===== src/rtl/ehd_pkg.sv =====
// Shared types, constants and the calendar split function for the Easter date block.
// No dependencies; imported by every module under rtl/.
package ehd_pkg;

	localparam int YearW = 14;
	localparam int DoyW  = 9;
	localparam int DayW  = 5;
	localparam int MonW  = 4;
	localparam int KindW = 3;
	localparam int NumKinds = 6;

	localparam logic [YearW-1:0] YearMax = 14'd9999;

	// result kind codes
	localparam logic [KindW-1:0] KindEaster   = 3'd0;
	localparam logic [KindW-1:0] KindCarnBeg  = 3'd1;
	localparam logic [KindW-1:0] KindCarnEnd  = 3'd2;
	localparam logic [KindW-1:0] KindGoodFri  = 3'd3;
	localparam logic [KindW-1:0] KindAscens   = 3'd4;
	localparam logic [KindW-1:0] KindWhitsun  = 3'd5;
	localparam logic [KindW-1:0] KindLast     = KindWhitsun;

	// day offsets from Easter, indexed by kind (two's complement, 9 bits)
	localparam logic [DoyW-1:0] KindOffset [NumKinds] = '{
		9'd0, 9'(-49), 9'(-47), 9'(-2), 9'd39, 9'd49
	};

	// last ordinal day of January..November in a common year
	localparam logic [DoyW-1:0] MonthEnd [11] = '{
		9'd31, 9'd59, 9'd90, 9'd120, 9'd151, 9'd181,
		9'd212, 9'd243, 9'd273, 9'd304, 9'd334
	};

	typedef struct packed {
		logic [DoyW-1:0] doy;
		logic            leap;
		logic            bad;
	} easter_t;

	typedef struct packed {
		logic [DayW-1:0] day;
		logic [MonW-1:0] month;
	} date_t;

	// ordinal day -> day of month / month; month ends compared in parallel
	function automatic date_t split_date(input logic [DoyW-1:0] doy, input logic leap);
		logic [MonW-1:0] mi;
		logic [DoyW-1:0] start;
		logic [DoyW-1:0] lim;
		date_t           r;
		mi    = '0;
		start = '0;
		for (int j = 0; j < 11; j++) begin
			lim = MonthEnd[j] + ((j >= 1 && leap) ? 9'd1 : 9'd0);
			if (doy > lim) begin
				mi    = MonW'(j + 1);
				start = lim;
			end
		end
		r.day   = DayW'(doy - start);
		r.month = mi + 4'd1;
		return r;
	endfunction

endpackage


===== src/rtl/ehd_computus.sv =====
// Nine-stage pipeline: year -> Easter ordinal day, leap flag, range error.
// Divisions by 100, 19, 30 and 7 use reciprocal multiplies with one correction step;
// (b+8)/25 is a threshold count and /3 is an exact multiply. Depends on ehd_pkg.
module ehd_computus (
	input  logic                     clk,
	input  logic                     arst_n,
	input  logic                     in_valid,
	output logic                     in_ready,
	input  logic [ehd_pkg::YearW-1:0] in_year,
	output logic                     res_valid,
	input  logic                     res_ready,
	output ehd_pkg::easter_t         res
);
	import ehd_pkg::*;

	logic en;
	logic v_s1, v_s2, v_s3, v_s4, v_s5, v_s6, v_s7, v_s8, v_s9;

	logic [13:0] y_s1, y_s2;
	logic [7:0]  q100_s2;
	logic [9:0]  q19_s2;
	logic        bad_s2, bad_s3, bad_s4, bad_s5, bad_s6, bad_s7, bad_s8;
	logic        leap_s3, leap_s4, leap_s5, leap_s6, leap_s7, leap_s8;
	logic [4:0]  a_s3, a_s4, a_s5, a_s6, a_s7, a_s8;
	logic [7:0]  b_s3, b_s4;
	logic [6:0]  c_s3, c_s4, c_s5, c_s6;
	logic [6:0]  g_s4;
	logic [1:0]  e_s5, e_s6;
	logic [9:0]  hx_s5, hx_s6;
	logic [5:0]  hq_s6;
	logic [4:0]  h_s7, h_s8;
	logic [6:0]  lx_s7, lx_s8;
	logic [4:0]  lq_s8;
	easter_t     res_s9;

	// whole pipe moves together; stalls only when the tail is held
	assign en       = !v_s9 || res_ready;
	assign in_ready = en;

	// stage 2: quotient estimates (never above the true quotient)
	logic [26:0] p100_est;
	logic [28:0] p19_est;
	assign p100_est = 27'(y_s1) * 27'd5242;
	assign p19_est  = 29'(y_s1) * 29'd27594;

	// stage 3: remainders with one correction, leap flag
	logic [14:0] m100;
	logic [14:0] c_full;
	logic [13:0] m19;
	logic [13:0] a_full;
	logic        c_ov, a_ov;
	logic [6:0]  c_st3;
	logic [7:0]  b_st3;
	logic [4:0]  a_st3;
	assign m100   = 15'(q100_s2) * 15'd100;
	assign c_full = {1'b0, y_s2} - m100;
	assign c_ov   = c_full[7:0] >= 8'd100;
	assign c_st3  = c_ov ? 7'(c_full[7:0] - 8'd100) : c_full[6:0];
	assign b_st3  = q100_s2 + {7'd0, c_ov};
	assign m19    = 14'(q19_s2) * 14'd19;
	assign a_full = y_s2 - m19;
	assign a_ov   = a_full[5:0] >= 6'd19;
	assign a_st3  = a_ov ? 5'(a_full[5:0] - 6'd19) : a_full[4:0];

	// stage 4: f = (b+8)/25 by threshold count, g = (b-f+1)/3
	logic [2:0]  f_st4;
	logic [7:0]  gx;
	logic [15:0] gp;
	assign f_st4 = 3'(b_s3 >= 8'd17) + 3'(b_s3 >= 8'd42) + 3'(b_s3 >= 8'd67)
		+ 3'(b_s3 >= 8'd92) + 3'(b_s3 >= 8'd117) + 3'(b_s3 >= 8'd142);
	assign gx = b_s3 - 8'(f_st4) + 8'd1;
	assign gp = 16'(gx) * 16'd171;

	// stage 5: 19a + b - d - g + 15, reduced mod 30 later
	logic [9:0] hx_st5;
	assign hx_st5 = 10'(a_s4) * 10'd19 + 10'(b_s4) - 10'(b_s4[7:2]) - 10'(g_s4) + 10'd15;

	// stage 6: hx / 30 estimate
	logic [20:0] hqp;
	assign hqp = 21'(hx_s5) * 21'd1092;

	// stage 7: h, and l before mod 7
	logic [9:0] hf;
	logic [4:0] h_st7;
	logic [6:0] lx_st7;
	assign hf     = hx_s6 - 10'(hq_s6) * 10'd30;
	assign h_st7  = (hf >= 10'd30) ? 5'(hf - 10'd30) : hf[4:0];
	assign lx_st7 = 7'd32 + {4'd0, e_s6, 1'b0} + {c_s6[6:2], 1'b0}
		- 7'(h_st7) - 7'(c_s6[1:0]);

	// stage 8: lx / 7 estimate
	logic [12:0] lqp;
	assign lqp = 13'(lx_s7) * 13'd36;

	// stage 9: l, m and Easter's ordinal day (base - 33 + leap)
	logic [6:0] lf;
	logic [2:0] l_st9;
	logic [8:0] mv;
	logic       m_st9;
	logic [8:0] doy_st9;
	assign lf      = lx_s8 - 7'(lq_s8) * 7'd7;
	assign l_st9   = (lf >= 7'd7) ? 3'(lf - 7'd7) : lf[2:0];
	assign mv      = 9'(a_s8) + 9'(h_s8) * 9'd11 + 9'(l_st9) * 9'd22;
	assign m_st9   = mv >= 9'd451;
	assign doy_st9 = 9'(h_s8) + 9'(l_st9) + 9'd81 + 9'(leap_s8) - (m_st9 ? 9'd7 : 9'd0);

	always_ff @(posedge clk or negedge arst_n) begin
		if (!arst_n) begin
			v_s1 <= 1'b0; v_s2 <= 1'b0; v_s3 <= 1'b0;
			v_s4 <= 1'b0; v_s5 <= 1'b0; v_s6 <= 1'b0;
			v_s7 <= 1'b0; v_s8 <= 1'b0; v_s9 <= 1'b0;
		end else if (en) begin
			v_s1 <= in_valid;
			v_s2 <= v_s1; v_s3 <= v_s2; v_s4 <= v_s3;
			v_s5 <= v_s4; v_s6 <= v_s5; v_s7 <= v_s6;
			v_s8 <= v_s7; v_s9 <= v_s8;
		end
	end

	always_ff @(posedge clk) begin
		if (en) begin
			y_s1 <= in_year;

			y_s2    <= y_s1;
			q100_s2 <= p100_est[26:19];
			q19_s2  <= p19_est[28:19];
			bad_s2  <= (y_s1 == '0) || (y_s1 > YearMax);

			a_s3    <= a_st3;
			b_s3    <= b_st3;
			c_s3    <= c_st3;
			leap_s3 <= (y_s2[1:0] == 2'd0) && ((c_st3 != 7'd0) || (b_st3[1:0] == 2'd0));
			bad_s3  <= bad_s2;

			a_s4 <= a_s3; b_s4 <= b_s3; c_s4 <= c_s3;
			g_s4 <= gp[15:9];
			leap_s4 <= leap_s3; bad_s4 <= bad_s3;

			a_s5 <= a_s4; e_s5 <= b_s4[1:0]; c_s5 <= c_s4;
			hx_s5 <= hx_st5;
			leap_s5 <= leap_s4; bad_s5 <= bad_s4;

			a_s6 <= a_s5; e_s6 <= e_s5; c_s6 <= c_s5;
			hx_s6 <= hx_s5;
			hq_s6 <= hqp[20:15];
			leap_s6 <= leap_s5; bad_s6 <= bad_s5;

			a_s7 <= a_s6; h_s7 <= h_st7; lx_s7 <= lx_st7;
			leap_s7 <= leap_s6; bad_s7 <= bad_s6;

			a_s8 <= a_s7; h_s8 <= h_s7; lx_s8 <= lx_s7;
			lq_s8 <= lqp[12:8];
			leap_s8 <= leap_s7; bad_s8 <= bad_s7;

			res_s9.doy  <= bad_s8 ? '0 : doy_st9;
			res_s9.leap <= leap_s8 && !bad_s8;
			res_s9.bad  <= bad_s8;
		end
	end

	assign res_valid = v_s9;
	assign res       = res_s9;

	// Easter always falls between March 22 and April 25
	a_easter_range: assert property (@(posedge clk) disable iff (!arst_n)
		v_s9 && !res_s9.bad |-> res_s9.doy >= 9'd81 && res_s9.doy <= 9'd116)
		else $error("Easter ordinal day out of range");

	a_bad_zero: assert property (@(posedge clk) disable iff (!arst_n)
		v_s9 && res_s9.bad |-> res_s9.doy == '0 && !res_s9.leap)
		else $error("bad year carries a date");

	a_tail_hold: assert property (@(posedge clk) disable iff (!arst_n)
		v_s9 && !res_ready |=> v_s9 && $stable(res_s9))
		else $error("held result changed under stall");

endmodule


===== src/rtl/ehd_emit.sv =====
// Expands one Easter result into six dated beats (Easter and five offsets).
// Holds one job while the output register drains. Depends on ehd_pkg.
module ehd_emit (
	input  logic                     clk,
	input  logic                     arst_n,
	input  logic                     in_valid,
	output logic                     in_ready,
	input  ehd_pkg::easter_t         in_res,
	output logic                     out_valid,
	input  logic                     out_ready,
	output logic [ehd_pkg::KindW-1:0] out_kind,
	output logic [ehd_pkg::DayW-1:0]  out_day,
	output logic [ehd_pkg::MonW-1:0]  out_month,
	output logic [ehd_pkg::DoyW-1:0]  out_doy,
	output logic                     out_leap,
	output logic                     out_bad,
	output logic                     out_last
);
	import ehd_pkg::*;

	logic             job_v_q;
	easter_t          job_q;
	logic [KindW-1:0] k_q;
	logic             out_load;
	logic             take;
	logic             job_last;
	logic [DoyW-1:0]  doy_k;
	date_t            date_k;

	logic             out_v_q;
	logic [KindW-1:0] kind_q;
	logic [DayW-1:0]  day_q;
	logic [MonW-1:0]  month_q;
	logic [DoyW-1:0]  doy_q;
	logic             leap_q, bad_q, last_q;

	assign out_load = !out_v_q || out_ready;
	assign job_last = k_q == KindLast;
	assign take     = in_valid && (!job_v_q || (out_load && job_last));
	assign in_ready = take;

	assign doy_k  = job_q.doy + KindOffset[k_q];
	assign date_k = split_date(doy_k, job_q.leap);

	always_ff @(posedge clk or negedge arst_n) begin
		if (!arst_n) begin
			job_v_q <= 1'b0;
			k_q     <= '0;
			out_v_q <= 1'b0;
		end else begin
			if (out_load)
				out_v_q <= job_v_q;
			if (take) begin
				job_v_q <= 1'b1;
				k_q     <= KindEaster;
			end else if (job_v_q && out_load) begin
				if (job_last)
					job_v_q <= 1'b0;
				k_q <= k_q + 3'd1;
			end
		end
	end

	always_ff @(posedge clk) begin
		if (take)
			job_q <= in_res;
		if (out_load && job_v_q) begin
			kind_q  <= k_q;
			day_q   <= job_q.bad ? '0 : date_k.day;
			month_q <= job_q.bad ? '0 : date_k.month;
			doy_q   <= job_q.bad ? '0 : doy_k;
			leap_q  <= job_q.leap;
			bad_q   <= job_q.bad;
			last_q  <= job_last;
		end
	end

	assign out_valid = out_v_q;
	assign out_kind  = kind_q;
	assign out_day   = day_q;
	assign out_month = month_q;
	assign out_doy   = doy_q;
	assign out_leap  = leap_q;
	assign out_bad   = bad_q;
	assign out_last  = last_q;

	a_kind_seq: assert property (@(posedge clk) disable iff (!arst_n)
		out_v_q && out_ready && !last_q |=> out_v_q && kind_q == $past(kind_q) + 3'd1)
		else $error("beat sequence broken inside a year");

	a_take_free: assert property (@(posedge clk) disable iff (!arst_n)
		take |-> !job_v_q || k_q == KindLast)
		else $error("new year taken over a running job");

	a_idle_empty: assert property (@(posedge clk) disable iff (!arst_n)
		!job_v_q && out_load |=> !out_v_q)
		else $error("beat produced with no job");

	a_bad_beat: assert property (@(posedge clk) disable iff (!arst_n)
		out_v_q && bad_q |-> day_q == '0 && month_q == '0 && doy_q == '0 && !leap_q)
		else $error("bad year beat carries a date");

endmodule


===== src/rtl/easter_holy_days_calc_top.sv =====
// A year passes through the nine computus stages, the emit job register and the output
// register before its first beat; the six beats follow one per cycle while the sink is ready.
// The sustained year rate is set by the single result channel, which carries six beats per year.
// A year can be taken every cycle until the 9-stage computus pipe fills.
// Reset (arst_n low) empties the pipe and the output stage; there is no clearing pass.
// Depends on ehd_pkg, ehd_computus, ehd_emit.
module easter_holy_days_calc_top (
	input  logic        clk,
	input  logic        arst_n,
	input  logic        s_tvalid,
	output logic        s_tready,
	input  logic [15:0] s_tdata,  // [13:0] year, [15:14] zero
	output logic        m_tvalid,
	input  logic        m_tready,
	output logic [23:0] m_tdata,  // [4:0] day, [8:5] month, [17:9] day_of_year,
	                              // [18] leap, [19] bad_year, [23:20] zero
	output logic [2:0]  m_tuser,  // [2:0] kind
	output logic        m_tlast
);
	import ehd_pkg::*;

	logic             res_valid;
	logic             res_ready;
	easter_t          res;
	logic [DayW-1:0]  day;
	logic [MonW-1:0]  month;
	logic [DoyW-1:0]  day_of_year;
	logic             leap;
	logic             bad_year;

	ehd_computus u_computus (
		.clk       (clk),
		.arst_n    (arst_n),
		.in_valid  (s_tvalid),
		.in_ready  (s_tready),
		.in_year   (s_tdata[YearW-1:0]),
		.res_valid (res_valid),
		.res_ready (res_ready),
		.res       (res)
	);

	ehd_emit u_emit (
		.clk       (clk),
		.arst_n    (arst_n),
		.in_valid  (res_valid),
		.in_ready  (res_ready),
		.in_res    (res),
		.out_valid (m_tvalid),
		.out_ready (m_tready),
		.out_kind  (m_tuser),
		.out_day   (day),
		.out_month (month),
		.out_doy   (day_of_year),
		.out_leap  (leap),
		.out_bad   (bad_year),
		.out_last  (m_tlast)
	);

	assign m_tdata = {4'd0, bad_year, leap, day_of_year, month, day};

endmodule


===== config.mk =====
export PLATFORM = sky130hd
export DESIGN_NAME = easter_holy_days_calc_top
export DESIGN_NICKNAME = d
export VERILOG_FILES = /design/src/rtl/ehd_pkg.sv /design/src/rtl/ehd_computus.sv /design/src/rtl/ehd_emit.sv /design/src/rtl/easter_holy_days_calc_top.sv
export SDC_FILE = /design/constraint.sdc
export NUM_CORES = 1
export LEC_CHECK = 0
export ABC_AREA = 1
export BUFFER_PORTS_ARGS = -buffer_cell sky130_fd_sc_hd__buf_2
export CAP_MARGIN = 15
export CORE_MARGIN = 2
export CORE_UTILIZATION = 50
export CTS_CLUSTER_DIAMETER = 100
export CTS_CLUSTER_SIZE = 20
export DETAILED_ROUTE_END_ITERATION = 16
export PLACE_DENSITY = 0.68
export SETUP_SLACK_MARGIN = 0.1
export SLEW_MARGIN = 20
export SYNTH_ARGS = -nofsm -noshare
export SYNTH_HDL_FRONTEND = slang
export SYNTH_HIERARCHICAL = 1
export SYNTH_SLANG_ARGS = --single-unit
export TNS_END_PERCENT = 50

===== constraint.sdc =====
create_clock -name clk -period 8.2 [get_ports clk]
set_input_delay 0.41 -clock clk [delete_from_list [all_inputs] [get_ports clk]]
set_output_delay 0.41 -clock clk [all_outputs]
set_load 0.02 [all_outputs]

After elaboration in Yosys (flattened, before gate mapping)
Memory sizes are Yosys's and may differ from the RTL's.
Index checks and enable logic that the tools add are counted.
{"block": "word_totals", "register_bits": 253, "rom_bits": 72, "in_bits": 20, "output_inout_bits": 30, "wordCells": 204, "memories": 1}
{"block": "classes", "addsub": 44, "mul": 12, "order_cmp": 24, "n_eq_ne": 1, "mux": 35, "n_bitwise": 1, "reduce_logical": 21}
{"name": "(name not given)", "words": 8, "word_bits": 9, "read_ports": 1, "rd_ports_with_merged_regs": 0, "write_ports": 0, "line": "ehd_emit.sv:42", "source": "assign doy_k = job_q.doy + KindOffset[k_q];"}
{"cell": "$gt 9x9->1", "count": 10}
{"cell": "$mux 5", "count": 13}
{"cell": "$mux 4", "count": 10}
{"cell": "$add 8x1->9 const A", "count": 4}
{"cell": "$ge 8x7->1 const B", "count": 4}
{"cell": "$mul 14x14->28 const B", "count": 1}
{"cell": "$add 9x1->9 const A", "count": 3}
{"cell": "$mul 14x12->26 const B", "count": 1}
{"cell": "$mul 10x9->19 const B", "count": 1}
{"cell": "$mux 9", "count": 2}
{"cell": "$add 7x1->8 const A", "count": 2}
{"cell": "$mul 8x8->16 const B", "count": 1}
{"cell": "$gt 14x14->1 const B", "count": 1}
{"cell": "$logic_not 14->1", "count": 1}
{"cell": "$add 3x1->3", "count": 4}
{"cell": "$mux 3", "count": 4}
{"cell": "$mul 7x4->11 const B", "count": 1}
{"cell": "$add 10x4->10 const B", "count": 1}
{"cell": "$add 10x8->10", "count": 1}
{"cell": "$ge 10x5->1 const B", "count": 1}
{"cell": "$mul 10x5->6 const B", "count": 1}
{"cell": "$mul 5x5->10 const B", "count": 1}
{"cell": "$sub 10x10->10", "count": 1}
{"cell": "$sub 10x6->10", "count": 1}
{"cell": "other kinds (50)", "count": 68}

Depth between registers and ports, before layout
{"block": "logic_depth", "ltp_word": 18, "mapped_depth": 47, "depth_no_buf": 47}

By module
The synthesis kept the hierarchy.
{"module": "ehd_computus", "n_inst": 1, "cells_each": 1963, "area_each_um2": 20527.2, "seq_area_each_um2": 6200.9}
{"module": "ehd_emit", "n_inst": 1, "cells_each": 363, "area_each_um2": 2927.8, "seq_area_each_um2": 1176.1}
{"module": "easter_holy_days_calc_top", "n_inst": 1, "cells_each": 7, "area_each_um2": 48.8, "seq_area_each_um2": 0.0}

Worst setup path before layout
OpenSTA, ideal clock, no wires.
{"block": "synth_timing", "kind": "reg-to-reg", "from": "register u_computus.lq_s8[3]", "to": "register u_computus.res_s9 (netlist bit u_computus/res[7]), data pin", "setup_ns": 0.267, "arrival_ns": 8.206, "required_time_ns": 7.933, "path_slack_ns": -0.273, "stages_incl_launch_ff": 41, "n_path_buf": 0, "period_less_slack_ns": 8.473, "cell_sequence": "edfxtp_1 inv_1 fa_1 fa_1 ha_1 a21oi_2 nand2_1 nand2_1 nand3_1 nand2_1 nand4_2 nand2_1 nand2_2 ha_1 ha_1 fa_1 inv_1 fa_1 [... 5 more ...] nand2_1 a21oi_1 o21ai_0 nand2_1 nand4_1 nor3b_1 inv_1 fa_1 ha_1 xor2_1 ha_1 fa_1 a21oi_1 nor2_1 nor2_1 inv_1 nor2_1 nor3b_1"}
{"block": "synth_via", "elab_chain_cells": 9, "word_cells_on_any_way": 12, "cone_classes": "add/sub: 6; mul: 2; order compare: 2; mux: 2"}
{"item": "from (decl)", "line": "ehd_computus.sv:33", "source": "logic [4:0] lq_s8;"}
{"item": "from (signal assigned)", "line": "ehd_computus.sv:152", "source": "lq_s8 <= lqp[12:8];"}
{"item": "$mul 5x3->7 (*)", "line": "ehd_computus.sv:101", "source": "assign lf = lx_s8 - 7'(lq_s8) * 7'd7;"}
{"item": "$sub 7x7->7 (*)", "line": "ehd_computus.sv:101"}
{"item": "$ge 7x3->1 (*)", "line": "ehd_computus.sv:102", "source": "assign l_st9 = (lf >= 7'd7) ? 3'(lf - 7'd7) : lf[2:0];"}
{"item": "$mux 3 (*)", "line": "ehd_computus.sv:102"}
{"item": "$mul 3x4->7", "line": "ehd_computus.sv:103", "source": "assign mv = 9'(a_s8) + 9'(h_s8) * 9'd11 + 9'(l_st9) * 9'd22;"}
{"item": "$add 9x8->9", "line": "ehd_computus.sv:103"}
{"item": "$ge 9x9->1", "line": "ehd_computus.sv:104", "source": "assign m_st9 = mv >= 9'd451;"}
{"item": "$mux 3", "line": "ehd_computus.sv:105", "source": "assign doy_st9 = 9'(h_s8) + 9'(l_st9) + 9'd81 + 9'(leap_s8) - (m_st9 ? 9'd7 : 9'd0);"}
{"item": "$sub 9x9->9 (*)", "line": "ehd_computus.sv:105"}
{"item": "to (decl)", "line": "ehd_computus.sv:34", "source": "easter_t res_s9;"}
Every way passes the cells marked *; elsewhere a longest branch is shown, timed or not.
A chain may end at the register's enable or synchronous reset.

Worst setup path after layout
Ends and elaborated chain as after synthesis.

==> flow_summary.html <==
<table>
<tr><th>Metric</th><th>Value</th></tr>
<tr><th colspan="2">Worst setup path</th></tr>
<tr><td>Slowest CP cell</td><td>sky130_fd_sc_hd__fa_1</td></tr>
<tr><td>Setup crit start kind</td><td>flip-flop</td></tr>
<tr><td>Combined buffer and inverter count along the critical path</td><td>12</td></tr>
<tr><td>Crit-path most repeated cell</td><td>sky130_fd_sc_hd__ha_4</td></tr>
<tr><td>CP peak stage delay</td><td>about 0.56 ns</td></tr>
<tr><td>CP endpoint kind</td><td>flip-flop</td></tr>
<tr><td>Arrival time of data at the critical path endpoint</td><td>between 8 and 9 ns</td></tr>
<tr><td>CP top delay family</td><td>adder cells</td></tr>
<tr><td>Largest driver fanout on the critical path</td><td>4</td></tr>
<tr><td>WS Path Type</td><td>flip-flop to flip-flop</td></tr>
<tr><td>Data required time at the worst endpoint</td><td>about 8.5 ns</td></tr>
<tr><th colspan="2">GRT</th></tr>
<tr><td>Wire length of the first global-routing pass</td><td>75.7 mm</td></tr>
<tr><td>Number of antenna violations at the first check in global routing</td><td>0</td></tr>
<tr><td>Tot GR Track Use</td><td>18.7%</td></tr>
<tr><td>Via count of the first global-routing pass</td><td>16100</td></tr>
<tr><td>Largest net degree at the start of global routing</td><td>184</td></tr>
<tr><td>Gr ovfl total</td><td>0</td></tr>
<tr><th colspan="2">Detailed routing</th></tr>
<tr><td>Average wire per cell in the routed design</td><td>14.6 um</td></tr>
<tr><td>Post-detailed-route via-to-cell ratio</td><td>5.07</td></tr>
<tr><td>Antenna-violating nets left</td><td>0</td></tr>
<tr><td>Remaining design rule violation count</td><td>0</td></tr>
<tr><td>Aggregate routed wire length</td><td>44.4 mm</td></tr>
<tr><td>First-pass DRT Iterations</td><td>8</td></tr>
<tr><td>Via count of the routed design</td><td>around 15000</td></tr>
<tr><td>Drt initial violations</td><td>776</td></tr>
<tr><th colspan="2">Synthesis</th></tr>
<tr><td>Share of synthesized area occupied by flip-flops and latches</td><td>31.4%</td></tr>
<tr><td>Basic-gate share of the synthesized area counting and, or, nand and nor cells</td><td>10.9%</td></tr>
<tr><td>Mux cell area share after synthesis</td><td>less than 1%</td></tr>
<tr><td>Number of unique standard cell types used by synthesis</td><td>58</td></tr>
<tr><td>Largest family of logic cells by synthesized area</td><td>adder cells</td></tr>
<tr><td>Adder and majority cell fraction of the synthesized area</td><td>38.7%</td></tr>
<tr><td>Mapped cell area</td><td>23500 um^2</td></tr>
<tr><td>Area share of xor/xnor cells in the synthesized design</td><td>3.98%</td></tr>
<tr><td>Number of synthesis warnings</td><td>6</td></tr>
<tr><td>Compound-gate portion of the synthesized area</td><td>5.37%</td></tr>
<tr><td>Most common flop cell mapped by yosys</td><td>sky130_fd_sc_hd__edfxtp_1</td></tr>
<tr><td>Post-synthesis async set-or-reset flop share</td><td>between 5 and 6%</td></tr>
<tr><td>Number of synthesized flops with an enable pin</td><td>234</td></tr>
<tr><td>Count of state elements after synthesis</td><td>248</td></tr>
<tr><td>Synthesized instance count</td><td>2333</td></tr>
<tr><td>Syn avg cell area</td><td>a little over 10 um^2</td></tr>
<tr><th colspan="2">Floorplan</th></tr>
<tr><td>Area of the die</td><td>48800 um^2</td></tr>
<tr><td>Core region area</td><td>roughly 46000 um^2</td></tr>
<tr><td>Number of placed I/O pins</td><td>50</td></tr>
<tr><td>Floorplan row count</td><td>79</td></tr>
<tr><td>Die H</td><td>221 um</td></tr>
<tr><td>Starting density of the core</td><td>50.6%</td></tr>
<tr><td>Floorplan die width</td><td>221 um</td></tr>
<tr><th colspan="2">Place</th></tr>
<tr><td>Standard cell area after detailed placement</td><td>24700 um^2</td></tr>
<tr><td>PortBufs</td><td>43</td></tr>
<tr><td>Total half-perimeter wirelength after legalization and detailed placement</td><td>36.2 mm</td></tr>
<tr><td>RD Place Congestion</td><td>0.873</td></tr>
<tr><th colspan="2">CTS</th></tr>
<tr><td>Clock latency on the worst-skew pair</td><td>0.54 ns</td></tr>
<tr><td>Total number of H-tree levels</td><td>1</td></tr>
<tr><td>CTS clk-pin slew, worst paths</td><td>0.08 ns</td></tr>
<tr><td>Maximum number of buffers from clock root to sink</td><td>3</td></tr>
<tr><td>CTS sink cnt</td><td>248</td></tr>
<tr><td>Clock root buffer master</td><td>sky130_fd_sc_hd__clkbuf_16</td></tr>
<tr><td>Number of clock buffers inserted by TritonCTS</td><td>18</td></tr>
<tr><td>CTS tree</td><td>done</td></tr>
<tr><th colspan="2">Worst hold path</th></tr>
<tr><td>Worst hold-check path type</td><td>input pin to flip-flop</td></tr>
<tr><th colspan="2">Run</th></tr>
<tr><td>Count of maximum capacitance violations</td><td>0</td></tr>
<tr><th colspan="2">Run status</th></tr>
<tr><td>Run status</td><td>finished, violations left</td></tr>
<tr><td>Violated checks</td><td>negative setup slack</td></tr>
<tr><th colspan="2">STA</th></tr>
<tr><td>Worst setup skew after layout</td><td>slightly below 0.04 ns</td></tr>
<tr><td>Number of hold violations in the final report</td><td>0</td></tr>
<tr><td>Post-layout min period</td><td>8.27 ns</td></tr>
<tr><td>PnR worst setup slack</td><td>-0.0696 ns</td></tr>
<tr><td>Final hold slack</td><td>0.0601 ns</td></tr>
<tr><td>Total count of max-transition violations in the final report</td><td>0</td></tr>
<tr><td>Ratio of final minimum period to clock period</td><td>101%</td></tr>
<tr><td>Fmax achieved</td><td>0.121 GHz</td></tr>
<tr><td>Total of endpoints with negative setup slack in the final report</td><td>3</td></tr>
<tr><td>Slew Limit Headroom</td><td>a little under a third</td></tr>
<tr><td>Slew @ Worst Pin</td><td>approximately 1.0 ns</td></tr>
<tr><td>RSZ-0062 raised after global routing</td><td>yes</td></tr>
<tr><th colspan="2">Final layout</th></tr>
<tr><td>Area growth from synthesis to layout</td><td>8.55%</td></tr>
<tr><td>Layout Cell Area excl Fill</td><td>25500 um^2</td></tr>
<tr><td>Ratio of cells with drive above 1 in the final layout</td><td>9.30%</td></tr>
<tr><td>Number of nets at the end of the flow</td><td>3053</td></tr>
<tr><td>Antenna Cells</td><td>0</td></tr>
<tr><td>Final Core Density</td><td>between 50% and 60%</td></tr>
<tr><td>Number of filler instances in the final layout</td><td>4013</td></tr>
</table>
timing repair:
item,4_1_cts,5_1_grt
setup buffers,5,4
hold buffers,1,0
endpoints found under the hold margin,14,0
setup endpoints to repair,6,7
pin swaps,23,15
resized for setup,15,22
stage by stage:
| stage | TNS [ns] | setup slack (ns) | instances |
|---|---|---|---|
| after detailed placement | -1.67 | -0.420 | 2996 |
| after floorplan | 0 | 0.0709 | 2336 |
| after global routing | -1.70 | -0.441 | 3036 |
| after CTS | -0.187 | -0.118 | 3032 |
| after global placement | -0.443 | -0.204 | 2996 |
| final | -0.163 | -0.0696 | 3036 |
area by class of cell:
| type | instances | area (um^2) | area share, % |
|---|---|---|---|
| multi-input cells | 1510 | 14200 | 55.7 |
| clock inverters | 5 | 75.1 | 0.294 |
| inverters | 567 | 2130 | 8.35 |
| clock buffers | 25 | 477 | 1.87 |
| flip-flops and latches | 248 | 7380 | 28.9 |
| repair buffers | 74 | 470 | 1.84 |
| well taps | 607 | 759 | 2.98 |
cell usage after synthesis, types with 6 or more instances:
cell / n / share of area (%)
sky130_fd_sc_hd__inv_1: 557 / 8.9
sky130_fd_sc_hd__nand3_2: 8 / 0.34
sky130_fd_sc_hd__nor2_2: 8 / 0.21
sky130_fd_sc_hd__fa_1: 188 / 16
sky130_fd_sc_hd__nand2_1: 272 / 4.3
sky130_fd_sc_hd__dfrtp_1: 14 / 1.5
sky130_fd_sc_hd__a21o_1: 6 / 0.19
sky130_fd_sc_hd__o21bai_1: 9 / 0.29
sky130_fd_sc_hd__nand3_1: 76 / 1.6
sky130_fd_sc_hd__or2_2: 7 / 0.19
sky130_fd_sc_hd__inv_2: 10 / 0.16
sky130_fd_sc_hd__a21oi_1: 114 / 2.4
sky130_fd_sc_hd__nor3_1: 13 / 0.28
sky130_fd_sc_hd__xor2_1: 66 / 2.5
sky130_fd_sc_hd__edfxtp_1: 234 / 30
sky130_fd_sc_hd__ha_1: 426 / 23
sky130_fd_sc_hd__mux2_2: 7 / 0.34
sky130_fd_sc_hd__xnor2_1: 39 / 1.5
sky130_fd_sc_hd__nand4_1: 25 / 0.67
sky130_fd_sc_hd__buf_4: 7 / 0.22
sky130_fd_sc_hd__nand2_2: 22 / 0.59
sky130_fd_sc_hd__o21ai_0: 51 / 1.1
sky130_fd_sc_hd__nor2_1: 94 / 1.5
sky130_fd_sc_hd__a31oi_1: 8 / 0.21
sequential cells by signal, summed over array words and instances (netlist names), 8 cells and up:
signal,cells
u_computus/b_s3,8
u_computus/b_s4,8
u_computus/hx_s5,10
u_computus/hx_s6,10
u_computus/q100_s2,8
u_computus/res,10
u_computus/y_s1,14
u_computus/y_s2,8
u_emit/job_q,11
u_emit/out_doy,9
cell families (layout without fill, tap and decap cells):
logic type | after synthesis | in the layout
buf+inv | 578 | 671
fa+ha+maj | 614 | 614
flops | 248 | 248
mux | 7 | 7
xor+xnor | 106 | 106
other cells | 2 | 5
compound gates | 223 | 223
simple gates | 555 | 555
final timing paths:
kind,cells after the start,to,from,slack (ns)
worst max register to register,45,u_computus/res[7]$_SDFFCE_PP0P_,u_computus/lq_s8[3]$_DFFE_PP_,-0.07
min in group asynchronous,2,u_computus/v_s7$_DFFE_PN0P_,arst_n,0.34
worst min register to register,0,u_computus/c_s4[3]$_DFFE_PP_,u_computus/c_s3[3]$_DFFE_PP_,0.40
max in group asynchronous,2,u_computus/v_s3$_DFFE_PN0P_,arst_n,7.56
worst max-delay path,45,u_computus/res[7]$_SDFFCE_PP0P_,u_computus/lq_s8[3]$_DFFE_PP_,-0.07
worst min-delay path,1,u_computus/y_s1[10]$_DFFE_PP_,s_tdata[10],0.06
routing by layer:
metal,up-vias,track usage (%),part of all wire [%],routed length (um)
met1,7415,23.2,44,19500
met5,-,0,0,0
li1,7705,-,-,-
met3,65,1.93,2.8,1260
met4,0,4.50,1.9,852
met2,193,34.6,51,22800
placed cells by master, fill, tap and decap left out, drive strengths merged, types with 25 or more instances in the layout:
cell type / instances
xor2: 66
ha: 426
nand2: 299
a21oi: 115
nand4: 26
buf: 73
edfxtp: 234
o21ai: 56
nor2: 104
nand3: 86
fa: 188
inv: 571
xnor2: 40
clkbuf: 25
Power is not shown: default switching activity piles up to over one toggle a cycle in this logic, so the estimate is an artifact.
